$ cat src/rtl/mbre_pkg.sv
`timescale 1ns / 1ps

package mbre_pkg;

  localparam int BUF_DEPTH_DEFAULT = 32;

  // Modbus CRC-16: reflected form, low byte sent first
  localparam logic [15:0] CRC_INIT = 16'hFFFF;
  localparam logic [15:0] CRC_POLY = 16'hA001;

  localparam logic [7:0] SLAVE_ADDR_MIN = 8'h01;
  localparam logic [7:0] SLAVE_ADDR_MAX = 8'hF7;
  localparam logic [7:0] FUNC_READ_HOLDING = 8'h03;

  localparam logic [4:0] DATA_LIMIT_MAX = 5'd27;
  localparam logic [4:0] MAX_DATA_RESET = 5'd20;

  // address, function, count ahead of the data, CRC after it
  localparam logic [5:0] FRAME_HEAD = 6'd3;
  localparam logic [5:0] FRAME_OVERHEAD = 6'd5;

  localparam logic STATUS_FRAME = 1'b0;
  localparam logic STATUS_NOT_FOUND = 1'b1;

  typedef enum logic [3:0] {
    ST_LOAD,
    ST_TEST,
    ST_RD_ADDR,
    ST_RD_FUNC,
    ST_CNT,
    ST_CRC_RD,
    ST_CRC_LD,
    ST_CRC_SH,
    ST_CK_LO,
    ST_CK_HI,
    ST_CK_END,
    ST_NEXT,
    ST_EMIT_RD,
    ST_EMIT_LD,
    ST_NOT_FOUND
  } scan_state_t;

  typedef struct packed {
    logic init;
    logic load;
    logic shift;
  } crc_ctrl_t;

  typedef struct packed {
    logic       status;
    logic [7:0] frame_byte;
    logic       frame_end;
  } res_item_t;

endpackage

$ cat src/rtl/mbre_byte_ram.sv
`timescale 1ns / 1ps

module mbre_byte_ram #(
  parameter int BUF_DEPTH = mbre_pkg::BUF_DEPTH_DEFAULT,
  localparam int AW = $clog2(BUF_DEPTH)
) (
  input  logic          clk,
  input  logic          we,
  input  logic [AW-1:0] waddr,
  input  logic [7:0]    wdata,
  input  logic [AW-1:0] raddr,
  output logic [7:0]    rdata
);

  logic [7:0] mem [BUF_DEPTH];

  always_ff @(posedge clk) begin
    if (we) begin
      mem[waddr] <= wdata;
    end
  end

  always_ff @(posedge clk) begin
    rdata <= mem[raddr];
  end

endmodule

$ cat src/rtl/mbre_crc_bit.sv
`timescale 1ns / 1ps

// Bit-serial Modbus CRC: one data bit per shift, LSB first.
module mbre_crc_bit (
  input  logic                clk,
  input  mbre_pkg::crc_ctrl_t ctrl,
  input  logic [7:0]          din,
  output logic [15:0]         crc
);

  logic [7:0] sr;
  logic       fb;

  assign fb = crc[0] ^ sr[0];

  always_ff @(posedge clk) begin
    if (ctrl.init) begin
      crc <= mbre_pkg::CRC_INIT;
    end else if (ctrl.shift) begin
      crc <= {1'b0, crc[15:1]} ^ (fb ? mbre_pkg::CRC_POLY : 16'h0000);
    end
    if (ctrl.load) begin
      sr <= din;
    end else if (ctrl.shift) begin
      sr <= {1'b0, sr[7:1]};
    end
  end

endmodule

$ cat src/rtl/mbre_scan.sv
`timescale 1ns / 1ps

// Burst loader, frame search sequencer and result emitter.
module mbre_scan #(
  parameter int BUF_DEPTH = mbre_pkg::BUF_DEPTH_DEFAULT,
  localparam int AW = $clog2(BUF_DEPTH),
  localparam int CW = $clog2(BUF_DEPTH + 1)
) (
  input  logic                clk,
  input  logic                rst,
  input  logic                rx_valid,
  input  logic                burst_end,
  output logic                rx_stall,
  input  logic [4:0]          limit,
  input  logic                out_free,
  output logic                we,
  output logic [AW-1:0]       waddr,
  output logic [AW-1:0]       raddr,
  input  logic [7:0]          rdata,
  output mbre_pkg::crc_ctrl_t crc_ctrl,
  input  logic [15:0]         crc,
  output logic                res_load,
  output mbre_pkg::res_item_t res_data
);

  localparam int SW = CW + 6;

  mbre_pkg::scan_state_t state, state_next;

  logic [CW-1:0] fill;
  logic [CW-1:0] len;
  logic [AW-1:0] start;
  logic [5:0]    k;
  logic [2:0]    bit_cnt;
  logic [4:0]    bc;
  logic          lo_ok;

  logic          accept;
  logic          room;
  logic [SW-1:0] start_w;
  logic [SW-1:0] len_w;
  logic [5:0]    flen;
  logic [5:0]    crc_len;
  logic          start_fits;
  logic          addr_ok;
  logic          cnt_ok;
  logic          crc_ok;
  logic [SW-1:0] rd_sum;
  logic [5:0]    rd_off;

  assign accept  = rx_valid && !rx_stall;
  assign room    = fill < CW'(BUF_DEPTH);
  assign start_w = SW'(start);
  assign len_w   = SW'(len);
  assign flen    = 6'(bc) + mbre_pkg::FRAME_OVERHEAD;
  assign crc_len = 6'(bc) + mbre_pkg::FRAME_HEAD;

  assign start_fits = start_w + SW'(mbre_pkg::FRAME_OVERHEAD) <= len_w;
  assign addr_ok    = rdata >= mbre_pkg::SLAVE_ADDR_MIN && rdata <= mbre_pkg::SLAVE_ADDR_MAX;
  // byte count held in rdata during ST_CNT
  assign cnt_ok = rdata != 8'd0 && rdata <= 8'(limit)
               && start_w + SW'(rdata[4:0]) + SW'(mbre_pkg::FRAME_OVERHEAD) <= len_w;
  assign crc_ok = lo_ok && rdata == crc[15:8];

  assign we    = accept && room;
  assign waddr = fill[AW-1:0];

  always_comb begin
    state_next = state;
    unique case (state)
      mbre_pkg::ST_LOAD: begin
        if (accept && burst_end) begin
          state_next = mbre_pkg::ST_TEST;
        end
      end
      mbre_pkg::ST_TEST: begin
        state_next = start_fits ? mbre_pkg::ST_RD_ADDR : mbre_pkg::ST_NOT_FOUND;
      end
      mbre_pkg::ST_RD_ADDR: begin
        state_next = addr_ok ? mbre_pkg::ST_RD_FUNC : mbre_pkg::ST_NEXT;
      end
      mbre_pkg::ST_RD_FUNC: begin
        state_next = (rdata == mbre_pkg::FUNC_READ_HOLDING) ? mbre_pkg::ST_CNT
                                                           : mbre_pkg::ST_NEXT;
      end
      mbre_pkg::ST_CNT: begin
        state_next = cnt_ok ? mbre_pkg::ST_CRC_RD : mbre_pkg::ST_NEXT;
      end
      mbre_pkg::ST_CRC_RD: state_next = mbre_pkg::ST_CRC_LD;
      mbre_pkg::ST_CRC_LD: state_next = mbre_pkg::ST_CRC_SH;
      mbre_pkg::ST_CRC_SH: begin
        if (bit_cnt == 3'd7) begin
          state_next = (k + 6'd1 == crc_len) ? mbre_pkg::ST_CK_LO : mbre_pkg::ST_CRC_RD;
        end
      end
      mbre_pkg::ST_CK_LO: state_next = mbre_pkg::ST_CK_HI;
      mbre_pkg::ST_CK_HI: state_next = mbre_pkg::ST_CK_END;
      mbre_pkg::ST_CK_END: begin
        state_next = crc_ok ? mbre_pkg::ST_EMIT_RD : mbre_pkg::ST_NEXT;
      end
      mbre_pkg::ST_NEXT:    state_next = mbre_pkg::ST_TEST;
      mbre_pkg::ST_EMIT_RD: state_next = mbre_pkg::ST_EMIT_LD;
      mbre_pkg::ST_EMIT_LD: begin
        if (out_free) begin
          state_next = (k + 6'd1 == flen) ? mbre_pkg::ST_LOAD : mbre_pkg::ST_EMIT_RD;
        end
      end
      mbre_pkg::ST_NOT_FOUND: begin
        if (out_free) begin
          state_next = mbre_pkg::ST_LOAD;
        end
      end
      default: state_next = mbre_pkg::ST_LOAD;
    endcase
  end

  // read offset from the frame start, stall, CRC control and result load per state
  always_comb begin
    rx_stall = 1'b1;
    rd_off   = k;
    crc_ctrl = '0;
    res_load = 1'b0;
    res_data = '0;
    unique case (state)
      mbre_pkg::ST_LOAD:    rx_stall = 1'b0;
      mbre_pkg::ST_TEST:    rd_off = 6'd0;
      mbre_pkg::ST_RD_ADDR: rd_off = 6'd1;
      mbre_pkg::ST_RD_FUNC: rd_off = 6'd2;
      mbre_pkg::ST_CNT:     crc_ctrl.init = 1'b1;
      mbre_pkg::ST_CRC_LD:  crc_ctrl.load = 1'b1;
      mbre_pkg::ST_CRC_SH:  crc_ctrl.shift = 1'b1;
      mbre_pkg::ST_CK_LO:   rd_off = crc_len;
      mbre_pkg::ST_CK_HI:   rd_off = crc_len + 6'd1;
      mbre_pkg::ST_EMIT_LD: begin
        res_load            = out_free;
        res_data.status     = mbre_pkg::STATUS_FRAME;
        res_data.frame_byte = rdata;
        res_data.frame_end  = (k + 6'd1 == flen);
      end
      mbre_pkg::ST_NOT_FOUND: begin
        res_load            = out_free;
        res_data.status     = mbre_pkg::STATUS_NOT_FOUND;
        res_data.frame_byte = 8'd0;
        res_data.frame_end  = 1'b1;
      end
      default: ;
    endcase
  end

  assign rd_sum = start_w + SW'(rd_off);
  assign raddr  = rd_sum[AW-1:0];

  always_ff @(posedge clk) begin
    if (rst) begin
      state <= mbre_pkg::ST_LOAD;
      fill  <= '0;
    end else begin
      state <= state_next;
      if (accept) begin
        if (burst_end) begin
          fill <= '0;
        end else if (room) begin
          fill <= fill + CW'(1);
        end
      end
    end
  end

  always_ff @(posedge clk) begin
    case (state)
      mbre_pkg::ST_LOAD: begin
        start <= '0;
        len   <= room ? fill + CW'(1) : fill;
      end
      mbre_pkg::ST_CNT: begin
        bc <= rdata[4:0];
        k  <= '0;
      end
      mbre_pkg::ST_CRC_LD: bit_cnt <= '0;
      mbre_pkg::ST_CRC_SH: begin
        bit_cnt <= bit_cnt + 3'd1;
        if (bit_cnt == 3'd7) begin
          k <= k + 6'd1;
        end
      end
      mbre_pkg::ST_CK_HI:  lo_ok <= (rdata == crc[7:0]);
      mbre_pkg::ST_CK_END: k <= '0;
      mbre_pkg::ST_NEXT:   start <= start + AW'(1);
      mbre_pkg::ST_EMIT_LD: begin
        if (out_free) begin
          k <= k + 6'd1;
        end
      end
      default: ;
    endcase
  end

endmodule

$ cat src/rtl/modbus_read_response_extractor_unit.sv
`timescale 1ns / 1ps

// Modbus function-3 response extractor. Received RS485 bytes (bus echo and a
// slave reply) are taken one item per cycle while loading, into a BUF_DEPTH
// byte buffer; bytes past the depth are dropped. The item with burst_end set
// closes the burst and starts a search over start positions in ascending order
// for a frame with slave address 01..F7, function 03, byte count
// 1..max_data_bytes (held at 27 above that), lying wholly in the buffer and
// carrying a good Modbus CRC-16. The first such frame goes out one result item
// per byte (status 0, frame_end on the CRC high byte), otherwise a single item
// with status 1, frame_byte 0 and frame_end 1. A start position whose header is
// refused costs up to the address, function and count reads plus the step on;
// each byte covered by the CRC costs one buffer read, one load and eight shifts
// of the bit-serial CRC unit, then come the check of both CRC bytes and, when
// it fails, the step on. A frame then costs a buffer read and an output load
// per emitted byte; emission and the not-found item wait on any output stall.
// The single buffer read port and the one-bit CRC datapath set the pace of the
// search. rx_stall is high for the whole search and emission. max_data_bytes
// may be written only while the block is idle; cfg_ready is always high.

module modbus_read_response_extractor_unit #(
  parameter int BUF_DEPTH = mbre_pkg::BUF_DEPTH_DEFAULT
) (
  input  logic       clk,
  input  logic       rst,
  // received byte items
  input  logic       rx_valid,
  output logic       rx_stall,
  input  logic [7:0] rx_byte,
  input  logic       burst_end,
  // result items
  output logic       res_valid,
  input  logic       res_stall,
  output logic       status,
  output logic [7:0] frame_byte,
  output logic       frame_end,
  // configuration
  input  logic       cfg_valid,
  output logic       cfg_ready,
  input  logic [4:0] max_data_bytes
);

  localparam int AW = $clog2(BUF_DEPTH);

  logic [4:0]          max_data;
  logic [4:0]          limit;
  logic                out_free;
  logic                we;
  logic [AW-1:0]       waddr;
  logic [AW-1:0]       raddr;
  logic [7:0]          rdata;
  logic [15:0]         crc;
  mbre_pkg::crc_ctrl_t crc_ctrl;
  logic                res_load;
  mbre_pkg::res_item_t res_data;

  assign cfg_ready = 1'b1;

  always_ff @(posedge clk) begin
    if (rst) begin
      max_data <= mbre_pkg::MAX_DATA_RESET;
    end else if (cfg_valid && cfg_ready) begin
      max_data <= max_data_bytes;
    end
  end

  // longest frame is 32 bytes
  assign limit = (max_data > mbre_pkg::DATA_LIMIT_MAX) ? mbre_pkg::DATA_LIMIT_MAX : max_data;

  // output register: the sequencer loads it only when empty or draining
  assign out_free = !res_valid || !res_stall;

  always_ff @(posedge clk) begin
    if (rst) begin
      res_valid <= 1'b0;
    end else if (out_free) begin
      res_valid <= res_load;
    end
  end

  always_ff @(posedge clk) begin
    if (res_load) begin
      status     <= res_data.status;
      frame_byte <= res_data.frame_byte;
      frame_end  <= res_data.frame_end;
    end
  end

  mbre_byte_ram #(
    .BUF_DEPTH(BUF_DEPTH)
  ) u_ram (
    .clk  (clk),
    .we   (we),
    .waddr(waddr),
    .wdata(rx_byte),
    .raddr(raddr),
    .rdata(rdata)
  );

  mbre_crc_bit u_crc (
    .clk (clk),
    .ctrl(crc_ctrl),
    .din (rdata),
    .crc (crc)
  );

  mbre_scan #(
    .BUF_DEPTH(BUF_DEPTH)
  ) u_scan (
    .clk      (clk),
    .rst      (rst),
    .rx_valid (rx_valid),
    .burst_end(burst_end),
    .rx_stall (rx_stall),
    .limit    (limit),
    .out_free (out_free),
    .we       (we),
    .waddr    (waddr),
    .raddr    (raddr),
    .rdata    (rdata),
    .crc_ctrl (crc_ctrl),
    .crc      (crc),
    .res_load (res_load),
    .res_data (res_data)
  );

`ifndef SYNTHESIS
  // a not-found item is always the last of its burst and carries no byte
  a_not_found_shape: assert property (@(posedge clk) disable iff (rst)
    res_valid && status == mbre_pkg::STATUS_NOT_FOUND |-> frame_end && frame_byte == 8'd0)
    else $error("not-found item malformed");

  // no result is produced while bytes are being loaded
  a_no_result_in_load: assert property (@(posedge clk) disable iff (rst)
    !rx_stall |-> !res_load)
    else $error("result produced during load");

  // a result is never loaded over one still waiting
  a_no_overwrite: assert property (@(posedge clk) disable iff (rst)
    res_load |-> out_free)
    else $error("pending result overwritten");

  // no buffer write while the search runs
  a_no_write_in_search: assert property (@(posedge clk) disable iff (rst)
    rx_stall |-> !we)
    else $error("buffer written during search");
`endif

endmodule
$ cat config.mk
export PLATFORM = sky130hd
export DESIGN_NAME = modbus_read_response_extractor_unit
export DESIGN_NICKNAME = d
export VERILOG_FILES = /design/src/rtl/mbre_pkg.sv /design/src/rtl/mbre_byte_ram.sv /design/src/rtl/mbre_crc_bit.sv /design/src/rtl/mbre_scan.sv /design/src/rtl/modbus_read_response_extractor_unit.sv
export SDC_FILE = /design/constraint.sdc
export NUM_CORES = 1
export LEC_CHECK = 0
export BUFFER_PORTS_ARGS = -buffer_cell sky130_fd_sc_hd__buf_2
export CELL_PAD_IN_SITES_DETAIL_PLACEMENT = 1
export CELL_PAD_IN_SITES_GLOBAL_PLACEMENT = 2
export CORE_MARGIN = 2
export CORE_UTILIZATION = 42
export CTS_CLUSTER_SIZE = 28
export DETAILED_ROUTE_END_ITERATION = 6
export GPL_TIMING_DRIVEN = 1
export PLACE_DENSITY_LB_ADDON = 0.1
export SETUP_SLACK_MARGIN = 0.4
export SLEW_MARGIN = 15
export SYNTH_ARGS = -nofsm -noshare
export SYNTH_HDL_FRONTEND = slang
export SYNTH_SLANG_ARGS = --single-unit
$ cat constraint.sdc
create_clock -name clk -period 4.17 [get_ports clk]
set_input_delay 0 -clock clk [delete_from_list [all_inputs] [get_ports clk]]
set_output_delay 0 -clock clk [all_outputs]
set_load 0.03 [all_outputs]
==> results of run 1 <==
-- placed cells by master (no fill, tap or decap), types with 3 or more instances in the layout --
master and n:
nand3b_1 5, a22oi_1 5, and3_1 3, nor2b_1 10
clkbuf_16 38, mux4_2 80, o21ai_0 22, nand3_1 30
xor2_1 16, xnor2_1 40, mux2_2 16, buf_12 5
buf_2 30, a21oi_1 28, mux2i_1 5, dlygate4sd3_1 23
ha_1 34, a21o_1 6, clkbuf_1 12, nor2_1 80
nand4_1 6, inv_1 26, nand2_1 61, buf_4 37
nor3_1 8, a211oi_1 5, edfxtp_1 300, clkinv_2 8
dfxtp_1 39, clkinv_1 6, ha_4 3, nand2b_1 6
and2_1 11, xnor2_2 4, a31oi_1 8, o211ai_1 3
-- per-layer routing --
layer / GRT usage / vias to the layer above
met2: 0.3477 / 121
li1: - / 3858
met3: 0.03529 / 38
met4: 0.04341 / 0
met1: 0.2742 / 4301
met5: 0 / -
-- flip-flops by register name, summed over array words and instances, names as in the netlist --
name and count:
u_crc.sr 8, res_valid 1, u_scan.fill 6, u_ram.mem 256, u_scan.bit_cnt 3, status 1, frame_byte 8, u_scan.lo_ok 1
u_scan.start 5, u_crc.crc 16, u_scan.bc 5, u_scan.state 4, u_scan.len 6, frame_end 1, max_data 5, u_ram.rdata 8
u_scan.k 6
-- power breakdown --
group          leakage (uW)  internal (uW)  switching [uW]
Clock              0.000553           1750            1340
Combinational       0.00231           4130            3920
Sequential          0.00308           4030             261
-- metrics by stage --
step	hold slack, ns	setup WS, ns	util	total power [uW]
after floorplan	0.06625	0.3716	-	9695
after global routing	0.02857	0.3673	0.4926	16320
final	0.01799	0.5759	0.4926	15430
after global placement	0.2286	0.2453	0.4499	12110
after detailed placement	0.2296	0.1192	0.4499	12140
after CTS	0.004724	0.4192	0.4905	15530
-- layout make-up --
cell class                      instances  area, um2  area share
Sequential cell                       340       9811      0.5627
Multi-Input combinational cell        543       5004      0.2870
Clock buffer                           50      996.0     0.05712
Timing Repair Buffer                   98      808.3     0.04636
Tap cell                              461      576.8     0.03308
Clock inverter                         18      138.9    0.007966
Inverter                               27      101.3    0.005813
-- kinds of logic after synthesis --
group                      share of synthesized area
DFF                                           0.6533
and+or+nand+nor                              0.07575
adders and majority gates                    0.03350
AOI/OAI and AO/OA                            0.04317
xor gates and xnor gates                     0.03767
buffers and inverters                        0.02100
other                                      0.0002498
muxes                                         0.1353
-- worst min path at each step --
stage	start	end	slack (ns)	cells past startpoint
6_report	rx_byte[4]	u_ram.mem[2][4]$_DFFE_PP_	0.02	1
5_1_grt	rx_byte[0]	u_ram.mem[4][0]$_DFFE_PP_	0.03	1
4_1_cts	rx_byte[4]	u_ram.mem[3][4]$_DFFE_PP_	0.005	1
3_5_place_dp	max_data_bytes[2]	max_data[2]$_SDFFE_PP1P_	0.23	3
3_3_place_gp	max_data_bytes[2]	max_data[2]$_SDFFE_PP1P_	0.23	3
2_1_floorplan	rst	u_scan.state[3]$_SDFFE_PP0P_	0.07	1
-- timing repair --
item / 4_1_cts / 5_1_grt
endpoints found under the setup margin: 5 / 11
pin swaps: 6 / 14
hold buffers: 23 / 0
setup buffers: 1 / 4
endpoints found under the hold margin: 57 / 0
cloned: 1 / 0
resized for setup: 10 / 9
==> results_dict.tcl, run 1 <==
set metrics [dict create \
    wl_met1_um 16290 \
    area_growth_pct 16.13 \
    synthesis.instances 952 \
    async_reset_ff_frac 0 \
    synth_cell_types 63 \
    met2WireLength_um 18340 \
    rsz0062_at_grt "true" \
    grt_usage 0.2034 \
    synth_common_cells "300 x edfxtp_1, 80 x mux4_2, 80 x nor2_1" \
    routed_wl_um 36390 \
    synth-seq-area-share 0.6533 \
    place_area_mm2 0.01593 \
    avgSynthCellArea_um2 15.77 \
    ys.flop_type "edfxtp_1" \
    drcViolationCount 0 \
    fp.coreArea_mm2 0.03540 \
    cts.clk_slew.worst_paths_ns 0.06 \
    die-area_mm2 0.03728 \
    synthesis.nets 1010 \
    setup-violations-final 0 \
    crit_top_cell "mux4_2" \
    antenna_found_initial 0 \
    synth-edff-count 300 \
    die_y_um 193.1 \
    dp.cells 1440 \
    grt_pass1_vias 8819 \
    die_x_um 193.1 \
    fp-row-count 69 \
    ant_nets 0 \
    initial_core_util 0.4242 \
    grt_max_degree 33 \
    n_antenna_cell 0 \
    hold_violations 0 \
    crit_slowest_cell "fa_2" \
    clockBufferDepth 3 \
    critPathTopFamily "multiplexers" \
    fin_crit_sh 0.8619 \
    tritoncts "built" \
    r2r-start "u_scan.bc[1]$_DFFE_PP_" \
    drv_slew 0 \
    cts.sinks 340 \
    fin_worst_skew_ns 0.02057 \
    hpwl_um 24350 \
    nFillCells 3413 \
    irDropWorstVdd_v 0.0006587 \
    netlist_area_mm2 0.01501 \
    stdcell_count 1537 \
    gp_congestion 0.7524 \
    path_max_fanout 14 \
    root_buffer "clkbuf_16" \
    htree_levels 2 \
    grt-ovfl-total 0 \
    fin_nets 1106 \
    path_cells "inv_2, ha_4, xor2_1, a21oi_1, nor2b_1, o32a_1, inv_1, fa_2, buf_6, buf_16, mux4_2, mux4_2, mux2_2" \
    io_pins 32 \
    top_layer "met4" \
    start_kind "flop" \
    vias 8318 \
    crit_required_ns 4.61 \
    stdcell_area_mm2 0.01744 \
    hp-class "input pin to flop" \
    period_needed_ns 3.594 \
    synth_top_area_frac 0.6000 \
    clk-insertion-delay-late_ns 0.56 \
    crit_buf_inv 4 \
    fmax_mhz 278.2 \
    cp_data_arrival_time_ns 4.04 \
    cp.depth 13 \
    synth_seq_cells 340 \
    synth_top_cell_by_area "edfxtp_1" \
    status "finished, final reports clean" \
    wl_per_cell_um 23.68 \
    rr_worst_depth 13 \
    drv_cap 0 \
    numCtsBuffers 38 \
    tns_ns 0 \
    critPathKind "flop to flop" \
    tightest_slew_ns 0.8649 \
    endpoint_kind "flop" \
    ys_top_cells_by_area "edfxtp_1 60%, mux4_2 12%, dfxtp_1 5.3%" \
    wl_met3_um 1267 \
    power_density_mw_per_mm2 884.9 \
    viasPerCell 5.412 \
    slowest_delay_ns 0.53 \
    port_buffers 30 \
    drt_iter0_markers 488 \
    reg2reg_slack_ns 0.58 \
    drive_above_1_share 0.2342 \
    r2r-end "u_ram.rdata[7]$_DFF_P_" \
    p_leak_uw 0.005937 \
    max_slew_margin 0.4212 \
    crit_start "u_scan.bc[1]$_DFFE_PP_" \
    dr.pass1.iters 4 \
    cp-endpoint "u_ram.rdata[7]$_DFF_P_" \
    grt_pass1_wl_um 55180 \
    yosys_warnings 0 \
    synth.most_common_cell "edfxtp_1" \
]
(Power assumes the default switching activity.)
==> inputs of run 2 (changes only) <==
- HOLD_SLACK_MARGIN: default -> 0.08
- MAX_ROUTING_LAYER: default -> met4
==> results_dict.tcl, run 2 (same netlist as run 1, synthesis figures left out) <==
set metrics [dict create \
    status "finished, final reports clean" \
    io_pins 32 \
    fp-row-count 69 \
    fin_ws_ns 0.5654 \
    rsz0062_at_grt "true" \
    area_growth_pct 16.52 \
    vias 8387 \
    clk-insertion-delay-late_ns 0.56 \
    switching_share 0.3571 \
    min_delay_path_depth 3 \
    numCtsBuffers 38 \
    crit_buf_inv 4 \
    hold_violations 0 \
    hpwl_um 24350 \
    grt_max_degree 33 \
    wl_per_cell_um 23.54 \
    crit_top_cell "mux4_2" \
    port_buffers 30 \
    irDropWorstVdd_v 0.0006547 \
    dpl_worst_slack_ns 0.1192 \
    nFillCells 3414 \
    top_layer "met4" \
    ant_nets 0 \
    largestRegisters "u_ram.mem x256, u_crc.crc x16" \
    tightest_slew_ns 0.8657 \
    viasPerCell 5.436 \
    cp.depth 13 \
    drv_slew 0 \
    p_leak_uw 0.005960 \
    p_int_uw 9910 \
    die_y_um 193.1 \
    max_slew_margin 0.4208 \
    met2WireLength_um 18550 \
    crit_required_ns 4.61 \
    clockBufferDepth 3 \
    routed_wl_um 36330 \
    stdcell_count 1543 \
    dr.pass1.iters 5 \
    drv_cap 0 \
    largest_register_ffs 256 \
    drt_iter0_markers 419 \
    holdPathEnd "max_data[4]$_SDFFE_PP1P_" \
    grt_pass1_wl_um 55160 \
    gp_congestion 0.7621 \
    layout_commonest_cell "edfxtp_1" \
    fmax_mhz 277.4 \
    p_comb_frac 0.521 \
    multi_input_area_mm2 0.005004 \
    cts.clk_slew.worst_paths_ns 0.06 \
    drcViolationCount 0 \
    p_sw_uw 5504 \
    dp.cells 1440 \
    fin_nets 1112 \
    wl_met1_um 15950 \
    fin_worst_skew_ns 0.02051 \
    initial_core_util 0.4242 \
    grt_pass1_vias 8811 \
    period_needed_ns 3.605 \
    r2r-start "u_scan.bc[1]$_DFFE_PP_" \
    grt-ovfl-total 0 \
    cts.sinks 340 \
    final_cell_mix "300 x edfxtp_1, 80 x nor2_1, 80 x mux4_2" \
    path_max_fanout 14 \
    power_density_mw_per_mm2 881.0 \
    setup-violations-final 0 \
    reg2reg_slack_ns 0.57 \
    die-area_mm2 0.03728 \
    start_kind "flop" \
    rr_worst_depth 13 \
    htree_levels 2 \
    path_cells "inv_2, ha_4, xor2_1, a21oi_1, nor2b_1, o32a_1, inv_1, fa_2, buf_6, buf_16, mux4_2, mux4_2, mux2_2" \
    wl_met3_um 1331 \
    cp_data_arrival_time_ns 4.05 \
    p_clk_frac 0.201 \
    critPathTopFamily "multiplexers" \
    tritoncts "built" \
    endpoint_kind "flop" \
    crit_slowest_cell "fa_2" \
    die_x_um 193.1 \
    register_area_mm2 0.009811 \
    root_buffer "clkbuf_16" \
    final_util 0.4943 \
    min_from "cfg_valid" \
    hp-class "input pin to flop" \
    r2r-end "u_ram.rdata[7]$_DFF_P_" \
    top_register "u_ram.mem" \
    fin_crit_sh 0.8644 \
    antenna_found_initial 0 \
    fp.coreArea_mm2 0.03540 \
    tns_ns 0 \
    drive_above_1_share 0.2329 \
    p_seq_frac 0.278 \
    slowest_delay_ns 0.66 \
    n_antenna_cell 0 \
    critPathKind "flop to flop" \
    grt_usage 0.2096 \
]
## run 2: cell type report
| class | count | share of cell area |
|---|---|---|
| Clock buffer | 50 | 0.05693 |
| Clock inverter | 18 | 0.007938 |
| Inverter | 27 | 0.005793 |
| Multi-Input combinational cell | 543 | 0.2860 |
| Sequential cell | 340 | 0.5608 |
| Tap cell | 461 | 0.03297 |
| Timing Repair Buffer | 104 | 0.04963 |
## run 2: worst max path at each step
stage	startpoint	end	slack, ns
4_1_cts	u_scan.start[0]$_SDFFCE_PP0P_	u_scan.state[3]$_SDFFE_PP0P_	0.42
3_5_place_dp	u_scan.start[0]$_SDFFCE_PP0P_	u_scan.state[3]$_SDFFE_PP0P_	0.12
3_3_place_gp	u_scan.start[0]$_SDFFCE_PP0P_	u_scan.state[3]$_SDFFE_PP0P_	0.25
6_report	u_scan.bc[1]$_DFFE_PP_	u_ram.rdata[7]$_DFF_P_	0.57
5_1_grt	u_scan.start[0]$_SDFFCE_PP0P_	u_scan.state[1]$_SDFFE_PP0P_	0.37
2_1_floorplan	u_scan.start[0]$_SDFFCE_PP0P_	u_scan.state[3]$_SDFFE_PP0P_	0.37
## run 2: tightest hold or removal path: stages
cell and delay (ns):
buf_2 0.17, o211ai_1 0.09, dlygate4sd3_1 0.55
## run 2: timing repair
action                                  in CTS  in global routing
endpoints found under the setup margin       5                 11
pin swaps                                    6                 14
hold endpoints to repair                   276                  0
hold buffers                                29                  0
resized for setup                           10                  9
cloned                                       1                  0
buffers inserted                             1                  4
## run 2: routing by layer
metal	global-route usage	up-vias
met3	0.03584	38
met1	0.2722	4354
met5	-	-
met2	0.3489	124
met4	0.04371	0
li1	-	3871
## run 2: stage by stage
step | total power, uW | instance area, um2 | hold WS, ns
final | 15410 | 17500 | 0.3153
after global routing | 16330 | 17500 | 0.3377
after CTS | 15540 | 17420 | 0.2768
after detailed placement | 12140 | 15930 | 0.2296
after global placement | 12110 | 15930 | 0.2286
after floorplan | 9695 | 15040 | 0.06625
## run 2: power groups by stage
stage | clock [uW] | sequential (uW) | combinational [uW]
after floorplan | 0 | 4290 | 5410
after global routing | 3290 | 4320 | 8720
after detailed placement | 0 | 4360 | 7780
after CTS | 3170 | 4290 | 8090
final | 3090 | 4280 | 8040
after global placement | 0 | 4350 | 7760
==> inputs of run 3 (changes only) <==
- RECOVER_POWER: default -> 100
==> results_dict.tcl, run 3 (same netlist as run 1, synthesis figures left out) <==
set metrics [dict create \
    routed_wl_um 36410 \
    cts.clk_slew.worst_paths_ns 0.06 \
    grt_usage 0.2096 \
    antenna_found_initial 0 \
    gr-usage-met3 0.03584 \
    drcViolationCount 0 \
    endpoint_kind "flop" \
    numCtsBuffers 38 \
    status "complete, but fails checks" \
    power_density_mw_per_mm2 882.3 \
    dp.cells 1440 \
    layout_commonest_cell "edfxtp_1" \
    critPathKind "flop to flop" \
    area_growth_pct 15.71 \
    grt_pass1_vias 8811 \
    max_slew_margin -0.1292 \
    fin_crit_sh 0.9056 \
    ant_nets 0 \
    drv_slew 99 \
    p_leak_uw 0.005810 \
    stdcell_count 1543 \
    clockBufferDepth 3 \
    tns_ns 0 \
    dr.pass1.iters 5 \
    drt_iter0_markers 445 \
    fmax_mhz 264.8 \
    hpwl_um 24350 \
    largestRegisters "u_ram.mem x256, u_crc.crc x16" \
    path_cells "clkbuf_1, nor2_1, nor2_1, o22a_1, ha_1, inv_1, fa_1, buf_6, buf_16, mux4_2, mux4_2, mux2_2" \
    fin_worst_skew_ns 0.01975 \
    crit_required_ns 4.61 \
    die_y_um 193.1 \
    hp-class "input pin to flop" \
    top_register "u_ram.mem" \
    root_buffer "clkbuf_16" \
    die_x_um 193.1 \
    total_power_uw 15330 \
    period_needed_ns 3.776 \
    viasPerCell 5.441 \
    grt-ovfl-total 0 \
    htree_levels 2 \
    initial_core_util 0.4242 \
    top_usage_layer "met2" \
    port_buffers 30 \
    vias 8396 \
    wl_per_cell_um 23.60 \
    path_max_fanout 14 \
    drive_above_1_share 0.1922 \
    fp-row-count 69 \
    start_kind "flop" \
    setup-violations-final 0 \
    crit_slowest_cell "fa_1" \
    final_util 0.4908 \
    cts.sinks 340 \
    grt_pass1_wl_um 55160 \
    largest_register_ffs 256 \
    hold_violations 0 \
    violations "capacitance limit, slew limit" \
    clk-insertion-delay-late_ns 0.56 \
    cp_data_arrival_time_ns 4.22 \
    grt_max_degree 33 \
    irDropWorstVdd_v 0.0006707 \
    tritoncts "built" \
    n_antenna_cell 0 \
    die-area_mm2 0.03728 \
    io_pins 32 \
    fin_nets 1112 \
    grt_use_met2 0.3489 \
    rsz0062_at_grt "true" \
    slowest_delay_ns 0.70 \
    drv_cap 3 \
    met1_usage 0.2722 \
    tightest_slew_ns 1.694 \
    fp.coreArea_mm2 0.03540 \
    gp_congestion 0.7621 \
    final_cell_mix "300 x edfxtp_1, 80 x nor2_1, 80 x mux4_2" \
]
## run 3: final timing paths
| check | slack (ns) | end | from | cells after the start |
|---|---|---|---|---|
| max | 0.39 | u_ram.rdata[7]$_DFF_P_ | u_scan.state[1]$_SDFFE_PP0P_ | 12 |
| min | 0.32 | max_data[4]$_SDFFE_PP1P_ | cfg_valid | 3 |
| max reg2reg | 0.39 | u_ram.rdata[7]$_DFF_P_ | u_scan.state[1]$_SDFFE_PP0P_ | 12 |
| min reg2reg | 0.50 | u_crc.crc[14]$_SDFFE_PP1N_ | u_crc.crc[15]$_SDFFE_PP1N_ | 2 |
## run 3: metal layers
layer  routed length [um]  share of wire
met5                    0              0
met4                  496          0.014
met3                 1348          0.037
met2                18520           0.51
met1                16050           0.44
## run 3: worst max-delay path, delay by kind of cell (launching register included)
| family | cells | cell delay [ns] |
|---|---|---|
| AOI/OAI and AO/OA | 1 | 0.19 |
| adders and majority gates | 2 | 0.88 |
| DFF | 1 | 0.49 |
| buffers and inverters | 4 | 0.75 |
| muxes | 3 | 1.11 |
| and+or+nand+nor | 2 | 0.24 |
## run 3: power breakdown
part | switching (uW) | total [uW] | internal (uW)
combinational | 3900 | 7950 | 4050
sequential | 260 | 4290 | 4030
clock | 1340 | 3090 | 1750
## run 3: area by class of cell
| type | instances | area (um2) |
|---|---|---|
| Fill cell | 3435 | 18020 |
| Multi-Input combinational cell | 543 | 4970 |
| Tap cell | 461 | 576.8 |
| Clock inverter | 18 | 138.9 |
| Inverter | 27 | 101.3 |
| Clock buffer | 50 | 996.0 |
| Sequential cell | 340 | 9811 |
| Timing Repair Buffer | 104 | 779.5 |
## run 3: metrics by stage
stage | setup WS (ns) | hold WS [ns] | cell area (um2)
after floorplan | 0.3716 | 0.06625 | 15040
after global placement | 0.2453 | 0.2286 | 15930
after detailed placement | 0.1192 | 0.2296 | 15930
after CTS | 0.4192 | 0.2768 | 17420
after global routing | 0.1904 | 0.3377 | 17370
final | 0.3935 | 0.3157 | 17370
## run 3: repair_timing
action / CTS / global route
resized for setup: 10 / 9
buffers inserted: 1 / 4
gates cloned: 1 / 0
hold buffers: 29 / 0
endpoints found under the hold margin: 276 / 0
pin swaps: 6 / 14
setup endpoints to repair: 5 / 11
